[src/sv/sem_pkg.sv]
`timescale 1ns / 1ps

package sem_pkg;

    // register indexes of the configuration port
    localparam int CFG_INDEX_W = 2;
    localparam logic [CFG_INDEX_W-1:0] REG_IMAGE_WIDTH  = 2'd0;
    localparam logic [CFG_INDEX_W-1:0] REG_IMAGE_HEIGHT = 2'd1;
    localparam int CFG_DATA_W = 16;

    localparam logic [11:0] IMAGE_WIDTH_RESET  = 12'd640;
    localparam logic [15:0] IMAGE_HEIGHT_RESET = 16'd480;
    localparam logic [15:0] MIN_HEIGHT         = 16'd3;

    localparam logic [7:0] MAG_MAX = 8'd255;

    // request queue between front and back
    localparam int QUEUE_DEPTH = 4;
    localparam int QPTR_W      = $clog2(QUEUE_DEPTH);
    localparam int QCNT_W      = $clog2(QUEUE_DEPTH + 1);

    // square root pipeline: two bit steps per stage over a 16-bit radicand
    localparam int SQRT_STAGES = 4;

    typedef struct packed {
        logic [11:0] image_width;
        logic [15:0] image_height;
    } cfg_t;

    typedef struct packed {
        logic signed [10:0] gv;
        logic signed [10:0] gh;
        logic               frame_last;
    } grad_t;

    typedef struct packed {
        logic [QCNT_W-1:0] count;
        logic              full;
        logic              empty;
    } queue_status_t;

    typedef struct packed {
        logic [15:0] rem;
        logic [15:0] root;
    } sqrt_state_t;

    // a + 2b + c of one kernel column or row
    function automatic logic signed [10:0] wsum(input logic [7:0] a,
                                                 input logic [7:0] b,
                                                 input logic [7:0] c);
        logic signed [10:0] ea;
        logic signed [10:0] eb;
        logic signed [10:0] ec;
        ea = $signed({3'b000, a});
        eb = $signed({2'b00, b, 1'b0});
        ec = $signed({3'b000, c});
        return ea + eb + ec;
    endfunction

    // one digit step of the restoring integer square root
    function automatic sqrt_state_t sqrt_step(input sqrt_state_t st,
                                              input logic [15:0] bit_val);
        sqrt_state_t res;
        logic [16:0] trial;
        trial = {1'b0, st.root} + {1'b0, bit_val};
        if ({1'b0, st.rem} >= trial) begin
            res.rem  = st.rem - trial[15:0];
            res.root = (st.root >> 1) + bit_val;
        end else begin
            res.rem  = st.rem;
            res.root = st.root >> 1;
        end
        return res;
    endfunction

endpackage

[src/sv/sem_queue.sv]
`timescale 1ns / 1ps

module sem_queue (
    input  logic                   aclk,
    input  logic                   aresetn,
    input  logic                   push,
    input  sem_pkg::grad_t         push_data,
    input  logic                   pop,
    output sem_pkg::grad_t         head,
    output sem_pkg::queue_status_t status
);
    import sem_pkg::*;

    grad_t             entry_reg [QUEUE_DEPTH];
    logic [QPTR_W-1:0] wr_ptr_reg;
    logic [QPTR_W-1:0] rd_ptr_reg;
    logic [QCNT_W-1:0] count_reg;
    logic [QCNT_W-1:0] count_next;

    // occupancy
    always_comb begin
        count_next = count_reg;
        if (push && !pop) begin
            count_next = count_reg + QCNT_W'(1);
        end else if (pop && !push) begin
            count_next = count_reg - QCNT_W'(1);
        end
    end

    always_ff @(posedge aclk) begin
        if (!aresetn) begin
            wr_ptr_reg <= '0;
            rd_ptr_reg <= '0;
            count_reg  <= '0;
        end else begin
            count_reg <= count_next;
            if (push) begin
                wr_ptr_reg <= wr_ptr_reg + QPTR_W'(1);
            end
            if (pop) begin
                rd_ptr_reg <= rd_ptr_reg + QPTR_W'(1);
            end
        end
    end

    // storage
    always_ff @(posedge aclk) begin
        if (push) begin
            entry_reg[wr_ptr_reg] <= push_data;
        end
    end

    assign head         = entry_reg[rd_ptr_reg];
    assign status.count = count_reg;
    assign status.full  = (count_reg == QCNT_W'(QUEUE_DEPTH));
    assign status.empty = (count_reg == '0);

    a_no_overflow: assert property (@(posedge aclk) disable iff (!aresetn)
        !(push && status.full))
        else $error("request pushed into full queue");

    a_no_underflow: assert property (@(posedge aclk) disable iff (!aresetn)
        !(pop && status.empty))
        else $error("request popped from empty queue");

    a_count_bound: assert property (@(posedge aclk) disable iff (!aresetn)
        count_reg <= QCNT_W'(QUEUE_DEPTH))
        else $error("queue count beyond depth");

    a_count_step: assert property (@(posedge aclk) disable iff (!aresetn)
        (push && !pop) |=> (count_reg == $past(count_reg) + QCNT_W'(1)))
        else $error("queue count did not follow a push");

endmodule

[config.mk]
export PLATFORM = sky130hd
export DESIGN_NAME = sem_queue
export DESIGN_NICKNAME = d
export VERILOG_FILES = /design/src/sv/sem_pkg.sv /design/src/sv/sem_queue.sv
export SDC_FILE = /design/constraint.sdc
export NUM_CORES = 1
export LEC_CHECK = 0
export BUFFER_PORTS_ARGS = -buffer_cell sky130_fd_sc_hd__buf_4
export CAP_MARGIN = 25
export CORE_UTILIZATION = 35
export DETAILED_ROUTE_END_ITERATION = 10
export PLACE_DENSITY = 0.65
export SYNTH_ARGS = -nofsm -noshare
export SYNTH_HDL_FRONTEND = slang
export SYNTH_SLANG_ARGS = --single-unit
[constraint.sdc]
create_clock -name aclk -period 4.5 [get_ports aclk]
set_input_delay 0.45 -clock aclk [delete_from_list [all_inputs] [get_ports aclk]]
set_output_delay 0.45 -clock aclk [all_outputs]
set_load 0.03 [all_outputs]
==> key figures <==
STA
  • Max-slew violation count: 0
  • Headroom to the max-slew limit: 0.442
  • Actual transition at the worst max-transition pin: 837 ps
  • Final hold viol count: 0
  • Final Skew: 6.21 ps
  • Final critical-path required period: 2550 ps
  • Max Clock Freq: 392 MHz
  • Setup-failing EPs final: 0
  • Share of the cycle needed by the critical path after routing: 0.568
  • Setup tns final: 0 ps
  • Unrepaired setup endpoints after global routing: no

Synth
  • Number of distinct library cells after synthesis: 21
  • Part of the Yosys area used for sequential elements: 0.775
  • Yosys reg bits: 101
  • Summed instance area of the synthesized netlist: 0.00380 mm²
  • Post-synth net total: 196
  • Synth Area per Inst: 23.3 µm²
  • Total of warnings raised by yosys: 0
  • Post-synthesis cell count: 163

CTS
  • Clock tree from TritonCTS: built
  • Total clock buffers created by CTS: 9
  • Number of gates resized after CTS: 0
  • Number of buffers inserted by post-CTS setup repair: 0
  • Clk Tree Root Cell: sky130_fd_sc_hd__clkbuf_8
  • Later-pin clock latency in the skew report: 350 ps
  • Clk pin slew, worst setup/hold paths: 80 ps
  • Number of sinks on the clock net: 101
  • Total number of H-tree levels: 3
  • Buffer depth of the longest clock path: 2
  • Number of buffers inserted by hold repair at cts: 0

Route
  • Vias after detailed routing: 1720
  • Remaining number of nets flagged by the antenna check after routing: 0
  • Average wire per standard cell: 17.0 µm
  • Number of iterations in the first detailed-routing pass: 4
  • Via density per instance: 4.66
  • Post-detailed-route DRC marker count: 0
  • Overall routed net length: 6270 µm
  • DR iter-0 viols: 37

Power
  • Part of the power in registers: 0.573
  • Switching power: 467 µW
  • Leakage power: 1.56 nW
  • Net switching fraction of the power: 0.242
  • Internal power of the cells: 1.46 mW
  • Fraction of power consumed by combinational cells: 0.153
  • IR Drop Worst-Case VDD: 0.227 mV
  • Pwr Density: 425 mW/mm²
  • Power share of the clock group: 0.274

Final layout
  • Commonest cells after routing, fill and taps aside: sky130_fd_sc_hd__edfxtp_1 (92), sky130_fd_sc_hd__buf_4 (59), sky130_fd_sc_hd__mux4_2 (20), sky130_fd_sc_hd__and2_1 (9), sky130_fd_sc_hd__clkbuf_8 (9)
  • Share of post-route cells with drive strength above 1: 0.395
  • Final Net Count: 261
  • Final Instance Count excl. Fillers: 369
  • Ant. Diodes: 0
  • Post-Route Utilization: 0.435
  • Flip-flop count of the largest register after layout: 92
  • Most common library cell in the layout ignoring fill and taps: sky130_fd_sc_hd__edfxtp_1
  • Area grow syn2layout: 19.4%

Place
  • Routability congestion estimate from global placement: 0.670
  • Dpl hpwl: 4020 µm
  • Instance count after placement with tap cells included: 353
  • Port-buffer cells: 54

Worst hold path
  • Tightest Hold Check Type: primary input to flop
  • Worst hold start: push_data[3]

Outcome
  • Outcome: finished, final reports clean

Floorplanning
  • Starting density of the core: 0.365
  • Ports placed on the boundary: 55
  • Placeable core region: 0.0104 mm²
  • Number of rows in the core area: 37
  • Die Ht: 106 µm
  • Die width: 106 µm
  • Area of the die: 0.0113 mm²

GRT
  • Maximum number of pins on one net before global-route repair: 24
  • Total track usage: 0.121
  • Wire length of the first global-routing pass: 9740 µm
  • GR Overflow Total: 0
  • Antenna violations before repair: 0
  • Vias in the first global route: 1835

Critical path
  • Largest fanout on the critical path: 23
  • CP required: 4050 ps
  • Crit end category: output port
  • Origin of the critical flop-to-flop path: wr_ptr_reg[0]
  • Delay of the slowest critical-path stage: 890 ps
  • CP startpoint kind: flop
  • Critical-path cell list: mux4_1 > buf_4
  • Arrival time reported for the critical path endpoint: 2100 ps
  • Slowest stage cell on the critical path: sky130_fd_sc_hd__dfxtp_2
  • Kind of critical path: flop to output port

Flow run
  • Count of max-cap constraint violations: 0
-- path summary, 6_finish.rpt --
kind | slack [ps] | cells after the start | end
setup / recovery | 1950 | 2 | head[10]
hold / removal | 300 | 1 | entry_reg[0][3]
setup reg to reg | 2840 | 3 | entry_reg[3][0]
hold reg to reg | 540 | 2 | count_reg[2]
-- power by group through the flow --
| stage | clock (mW) | sequential, mW | combinational [mW] |
|---|---|---|---|
| 6_report | 0.528 | 1.10 | 0.296 |
| 3_3_place_gp | 0 | 1.13 | 0.296 |
| 4_1_cts | 0.551 | 1.11 | 0.301 |
| 3_5_place_dp | 0 | 1.13 | 0.300 |
| 5_1_grt | 0.581 | 1.11 | 0.314 |
| 2_1_floorplan | 0 | 1.12 | 0.195 |
-- final cells by class --
type                    instances  area [µm²]
repair buffers                 59         443
well taps                     136         170
multi-input cells              53         779
flip-flops and latches        101        2940
clock buffers                  12         135
inverters                       4        15.0
clock inverters                 4        48.8
fillers                       927        5880
-- cells in the mapped netlist (all sizes together) --
master  instances  area, µm²
nor2b           2       12.5
xor2            3       26.3
nor3b           1       7.51
fa              1       20.0
nor3            1       5.00
nand2           1       3.75
xnor2           2       17.5
o21ai           1       5.00
inv             4       15.0
ha              5       62.6
or3             1       6.26
and2            9       56.3
mux4           23        529
edfxtp         92       2760
a21boi          1       7.51
dfxtp           9        180
buf             5       61.3
mux2i           2       20.0
-- critical path: cells and delay by family (launching register included) --
kind | cells | cell delay [ps]
DFF | 1 | 890
buffers and inverters | 1 | 190
muxes | 1 | 680
-- through the flow --
step | hold slack (ps) | power [mW] | setup WS [ps] | instance area, µm²
final | 296 | 1.93 | 1950 | 4540
after CTS | 276 | 1.96 | 1850 | 4540
after detailed placement | 528 | 1.43 | 2260 | 4350
after global placement | 505 | 1.42 | 2250 | 4350
after global routing | 269 | 2.01 | 1780 | 4540
after floorplan | 528 | 1.31 | 2740 | 3800
-- cell families after synthesis --
logic type | share of synthesized area
flip-flops | 0.775
multiplexers | 0.145
AND/OR/NAND/NOR | 0.0240
buffers and inverters | 0.0201
adder cells (fa/ha/maj) | 0.0217
XOR/XNOR | 0.0115
AO/OA/AOI/OAI | 0.00329
-- metal layers --
layer | part of all wire | GRT usage | vias to the layer above
met3 | 0.051 | 0.0448 | 4
met4 | 0.0062 | 0.0387 | 0
li1 | - | - | 788
met1 | 0.40 | 0.138 | 885
met2 | 0.54 | 0.209 | 43
met5 | 0 | 0 | -
No activity file was read; power rests on OpenSTA's default activity.
