<file path="src/sv/sem_pkg.sv">
`timescale 1ns / 1ps

package sem_pkg;

    // register indexes of the configuration port
    localparam int CFG_INDEX_W = 2;
    localparam logic [CFG_INDEX_W-1:0] REG_IMAGE_WIDTH  = 2'd0;
    localparam logic [CFG_INDEX_W-1:0] REG_IMAGE_HEIGHT = 2'd1;
    localparam int CFG_DATA_W = 16;

    localparam logic [11:0] IMAGE_WIDTH_RESET  = 12'd640;
    localparam logic [15:0] IMAGE_HEIGHT_RESET = 16'd480;
    localparam logic [15:0] MIN_HEIGHT         = 16'd3;

    localparam logic [7:0] MAG_MAX = 8'd255;

    // request queue between front and back
    localparam int QUEUE_DEPTH = 4;
    localparam int QPTR_W      = $clog2(QUEUE_DEPTH);
    localparam int QCNT_W      = $clog2(QUEUE_DEPTH + 1);

    // square root pipeline: two bit steps per stage over a 16-bit radicand
    localparam int SQRT_STAGES = 4;

    typedef struct packed {
        logic [11:0] image_width;
        logic [15:0] image_height;
    } cfg_t;

    typedef struct packed {
        logic signed [10:0] gv;
        logic signed [10:0] gh;
        logic               frame_last;
    } grad_t;

    typedef struct packed {
        logic [QCNT_W-1:0] count;
        logic              full;
        logic              empty;
    } queue_status_t;

    typedef struct packed {
        logic [15:0] rem;
        logic [15:0] root;
    } sqrt_state_t;

    // a + 2b + c of one kernel column or row
    function automatic logic signed [10:0] wsum(input logic [7:0] a,
                                                 input logic [7:0] b,
                                                 input logic [7:0] c);
        logic signed [10:0] ea;
        logic signed [10:0] eb;
        logic signed [10:0] ec;
        ea = $signed({3'b000, a});
        eb = $signed({2'b00, b, 1'b0});
        ec = $signed({3'b000, c});
        return ea + eb + ec;
    endfunction

    // one digit step of the restoring integer square root
    function automatic sqrt_state_t sqrt_step(input sqrt_state_t st,
                                              input logic [15:0] bit_val);
        sqrt_state_t res;
        logic [16:0] trial;
        trial = {1'b0, st.root} + {1'b0, bit_val};
        if ({1'b0, st.rem} >= trial) begin
            res.rem  = st.rem - trial[15:0];
            res.root = (st.root >> 1) + bit_val;
        end else begin
            res.rem  = st.rem;
            res.root = st.root >> 1;
        end
        return res;
    endfunction

endpackage

</file>
<file path="src/sv/sem_back.sv">
`timescale 1ns / 1ps

module sem_back (
    input  logic           aclk,
    input  logic           aresetn,
    input  sem_pkg::grad_t head,
    input  logic           q_empty,
    output logic           pop,
    output logic           m_valid,
    input  logic           m_ready,
    output logic [7:0]     m_edge_magnitude,
    output logic           m_frame_last
);
    import sem_pkg::*;

    logic        advance;

    // squares
    logic        sq_valid_reg;
    logic [19:0] sq_v_reg;
    logic [19:0] sq_h_reg;
    logic        sq_last_reg;
    logic signed [21:0] prod_v;
    logic signed [21:0] prod_h;
    logic [20:0] sum;

    // square root stages, index 0 holds the radicand
    logic        st_valid_reg [SQRT_STAGES+1];
    sqrt_state_t st_reg       [SQRT_STAGES+1];
    logic        st_sat_reg   [SQRT_STAGES+1];
    logic        st_last_reg  [SQRT_STAGES+1];
    sqrt_state_t st_next      [SQRT_STAGES+1];

    logic        m_valid_reg;
    logic [7:0]  mag_reg;
    logic        last_reg;

    // whole pipeline moves when the output slot is free or being taken
    assign advance = !m_valid_reg || m_ready;
    assign pop     = advance && !q_empty;

    assign prod_v = head.gv * head.gv;
    assign prod_h = head.gh * head.gh;
    assign sum    = {1'b0, sq_v_reg} + {1'b0, sq_h_reg};

    // two root digits per stage
    always_comb begin
        sqrt_state_t tmp;
        st_next[0] = st_reg[0];
        for (int s = 1; s <= SQRT_STAGES; s++) begin
            tmp        = sqrt_step(st_reg[s-1], 16'd1 << (18 - 4 * s));
            st_next[s] = sqrt_step(tmp, 16'd1 << (16 - 4 * s));
        end
    end

    always_ff @(posedge aclk) begin
        if (!aresetn) begin
            sq_valid_reg <= 1'b0;
            for (int s = 0; s <= SQRT_STAGES; s++) begin
                st_valid_reg[s] <= 1'b0;
            end
            m_valid_reg <= 1'b0;
        end else if (advance) begin
            sq_valid_reg    <= pop;
            st_valid_reg[0] <= sq_valid_reg;
            for (int s = 1; s <= SQRT_STAGES; s++) begin
                st_valid_reg[s] <= st_valid_reg[s-1];
            end
            m_valid_reg <= st_valid_reg[SQRT_STAGES];
        end
    end

    always_ff @(posedge aclk) begin
        if (advance) begin
            sq_v_reg    <= prod_v[19:0];
            sq_h_reg    <= prod_h[19:0];
            sq_last_reg <= head.frame_last;

            // anything at or above 256 squared saturates
            st_reg[0].rem  <= sum[15:0];
            st_reg[0].root <= '0;
            st_sat_reg[0]  <= (sum[20:16] != 5'd0);
            st_last_reg[0] <= sq_last_reg;
            for (int s = 1; s <= SQRT_STAGES; s++) begin
                st_reg[s]      <= st_next[s];
                st_sat_reg[s]  <= st_sat_reg[s-1];
                st_last_reg[s] <= st_last_reg[s-1];
            end

            mag_reg  <= st_sat_reg[SQRT_STAGES] ? MAG_MAX : st_reg[SQRT_STAGES].root[7:0];
            last_reg <= st_last_reg[SQRT_STAGES];
        end
    end

    assign m_valid          = m_valid_reg;
    assign m_edge_magnitude = mag_reg;
    assign m_frame_last     = last_reg;

endmodule

</file>
<file path="config.mk">
export PLATFORM = sky130hd
export DESIGN_NAME = sem_back
export DESIGN_NICKNAME = d
export VERILOG_FILES = /design/src/sv/sem_pkg.sv /design/src/sv/sem_back.sv
export SDC_FILE = /design/constraint.sdc
export NUM_CORES = 1
export LEC_CHECK = 0
export BUFFER_PORTS_ARGS = -buffer_cell sky130_fd_sc_hd__buf_2
export CAP_MARGIN = 10
export CELL_PAD_IN_SITES_DETAIL_PLACEMENT = 1
export CELL_PAD_IN_SITES_GLOBAL_PLACEMENT = 1
export CORE_AREA = 2 2 189 191
export CTS_BUF_LIST = sky130_fd_sc_hd__clkbuf_2
export DETAILED_ROUTE_END_ITERATION = 6
export DIE_AREA = 0 0 191 193
export GPL_TIMING_DRIVEN = 1
export HOLD_SLACK_MARGIN = 0.12
export PLACE_DENSITY_LB_ADDON = 0.25
export SYNTH_ARGS = -nofsm -noshare
export SYNTH_HDL_FRONTEND = slang
export SYNTH_SLANG_ARGS = --single-unit
</file>
<file path="constraint.sdc">
create_clock -name aclk -period 6.25 [get_ports aclk]
set_input_delay 1.5625 -clock aclk [delete_from_list [all_inputs] [get_ports aclk]]
set_output_delay 1.5625 -clock aclk [all_outputs]
set_load 0.01 [all_outputs]
</file>
==> results.sh <==
export IMPL_maxCapViolCount=0
export IMPL_final_antenna_net_count=0
export IMPL_ctsResizeCount=0
export IMPL_synth_yosys_seq_area_share_pct=28.82
export IMPL_yosys_warnings=0
export IMPL_io_buffers=37
export IMPL_cts_root_buffer="clkbuf_2"
export IMPL_core_area_sq_um=34960
export IMPL_fin_crit_ns=5.847
export IMPL_h_tree_depth=4
export IMPL_antenna_found_initial=1
export IMPL_syn_inst=1485
export IMPL_worst_pin_slew_ns=0.8703
export IMPL_grt_pass1_wl_mm=56.39
export IMPL_path_cells="buf_2 > and2_1 > inv_1 > fa_1 > fa_1 > fa_1 > inv_1 > fa_1 > inv_1 > fa_1 > inv_1 > ha_1 > buf_4 > a21o_1 > a31oi_1 > o211ai_1 > nand4_1 > or3b_2"
export IMPL_drt_iter0_drc=337
export IMPL_skew_ns=0.07530
export IMPL_arrival_ns=6.33
export IMPL_layout_common_cells="336 x inv_1, 189 x fa_1, 166 x buf_4, 147 x edfxtp_1, 136 x ha_1"
export IMPL_crit_top_cell="fa_1"
export IMPL_syn_cell_area_sq_um=15460
export IMPL_clkTransAtPathRegs_ns=0.31
export IMPL_io_pins=38
export IMPL_clock_fmax_mhz=171.0
export IMPL_cts_buffers=17
export IMPL_crit_path_max_incr_delay_ns=0.55
export IMPL_cp_required_ns=6.73
export IMPL_grt_util_all_layers_pct=19.24
export IMPL_seqCellArea_sq_um=4454
export IMPL_final_core_util_pct=50.50
export IMPL_final_common_cell="inv_1"
export IMPL_finalNetCount=2036
export IMPL_clk_latency_ns=0.76
export IMPL_clockBufferDepth=2
export IMPL_yosysUniqueCellTypes=78
export IMPL_final_max_slew_viol_count=0
export IMPL_viasPerCell=4.949
export IMPL_cts_tree="built"
export IMPL_cts_num_sinks=149
export IMPL_dp_hpwl_mm=28.56
export IMPL_hold_violations=0
export IMPL_die_h_um=193
export IMPL_relSlewSlack_pct=41.98
export IMPL_postCtsSetupBuffers=0
export IMPL_grt_overflow=0
export IMPL_async_flop_share_pct=0
export IMPL_critPathKind="in -> reg"
export IMPL_grt_pass1_vias=11980
export IMPL_fin_crit_sh_pct=93.55
export IMPL_die_area_sq_um=36860
export IMPL_startpoint_type="input pin"
export IMPL_cp_slowest_cell="fa_1"
export IMPL_num_rows=69
export IMPL_synth_edf_count=147
export IMPL_postCtsHoldBufs=0
export IMPL_cp_max_fo=4
export IMPL_syn_avg_cell_area_sq_um=10.41
export IMPL_rsz0062_at_grt="no"
export IMPL_ys_ff_latch=149
export IMPL_wirelength_mm=33.04
export IMPL_drcViolationCount=0
export IMPL_outcome="finished clean"
export IMPL_final_layout_size_suffix_gt1_share_pct=16.83
export IMPL_largest_reg_flops=84
export IMPL_endpoint_kind="register"
export IMPL_multi_input_area_sq_um=9671
export IMPL_synthToLayoutAreaGrowth_pct=14.24
export IMPL_fp_dieW_um=191
export IMPL_synthFlopType="edfxtp_1"
export IMPL_grt_max_degree=100
export IMPL_vias=10670
export IMPL_dr_pass1_iters=6
export IMPL_finalWeightedCongestion=0.8398
export IMPL_hp_class="reg -> reg"
export IMPL_syn_num_nets=1841
export IMPL_fillers=3961
export IMPL_start_util_pct=44.21
export IMPL_setup_viol=0
export IMPL_wire_per_inst_um=15.33
[critical path: cells and delay by family]
family	cells	cell delay, ns
compound gates	3	0.62
buf+inv	6	0.50
simple gates	3	0.74
fa+ha+maj	6	2.89
[layer usage]
metal,GRT usage [%],vias up,part of all wire (%)
met2,38.35,67,58
met5,0,-,0
li1,-,5174,-
met1,21.81,5393,40
met4,4.353,0,1.3
met3,2.154,32,1.2
[cells in the mapped netlist (7+ instances only)]
cell type  instances  share of area (%)
nand2_1           66                1.6
xor2_1            19                1.1
a31oi_1           11               0.45
nand2b_1          11               0.45
nor2_1            95                2.3
a21oi_1           50                1.6
a211oi_1           7               0.34
edfxtp_1         147                 29
nor2b_1           26                1.1
or2_2             12               0.49
inv_1            339                8.2
o21ai_0           29               0.94
ha_1             139                 11
clkbuf_1          24               0.58
and2_1            63                2.5
nand3_1           15               0.49
xnor2_1           74                4.2
and3_1            16               0.65
o21a_1            12               0.58
nor3_1            21               0.68
a21o_1            12               0.58
fa_1             190                 25
[area by class of cell]
| class | count | share of cell area, % |
|---|---|---|
| multi-input combinational | 969 | 54.77 |
| sequential | 149 | 25.22 |
| timing repair buffer | 203 | 8.106 |
| inverter | 340 | 7.263 |
| tap | 461 | 3.266 |
| clock inverter | 15 | 0.8786 |
| clock buffer | 17 | 0.4818 |
| antenna | 1 | 0.01417 |
[final timing paths]
path / start / end / slack (ns) / cells after the start
worst max register to register: st_reg[2][9]$_DFFE_PN_ / st_reg[3][28]$_DFFE_PN_ / 1.96 / 16
worst min register to register: st_last_reg[0]$_DFFE_PN_ / st_last_reg[1]$_DFFE_PN_ / 0.42 / 0
worst max-delay path: head[8] / sq_h_reg[18]$_DFFE_PN_ / 0.40 / 18
worst min-delay path: st_last_reg[0]$_DFFE_PN_ / st_last_reg[1]$_DFFE_PN_ / 0.42 / 0
[through the flow]
stage          area (sq um)  hold slack (ns)   TNS, ns  std cells  worst slack [ns]
6_report              17660           0.4173         0       2155            0.4031
5_1_grt               17660           0.4273         0       2155            0.2329
4_1_cts               17660           0.4376         0       2154            0.4802
3_5_place_dp          17420           0.4057    -2.242       2122           -0.3513
3_3_place_gp          17420           0.4027    -1.396       2122           -0.2754
2_1_floorplan         15540           0.4003  -0.02801       1485          -0.02801
[cell families (layout without fill, tap and decap cells)]
group           count (synthesis)  count (layout)  share of synthesized area (%)
buf+inv                       367             575                          9.025
flops                         149             149                          28.82
other cells                     0               1                              0
fa+ha+maj                     329             329                          35.86
xor+xnor                       93              93                          5.270
simple gates                  369             369                          12.99
mux                            10              10                         0.7042
compound gates                168             168                          7.334
Power is left out: the tool's default activity adds up to more than one toggle a clock period on the data nets, which glitch-free logic cannot reach.
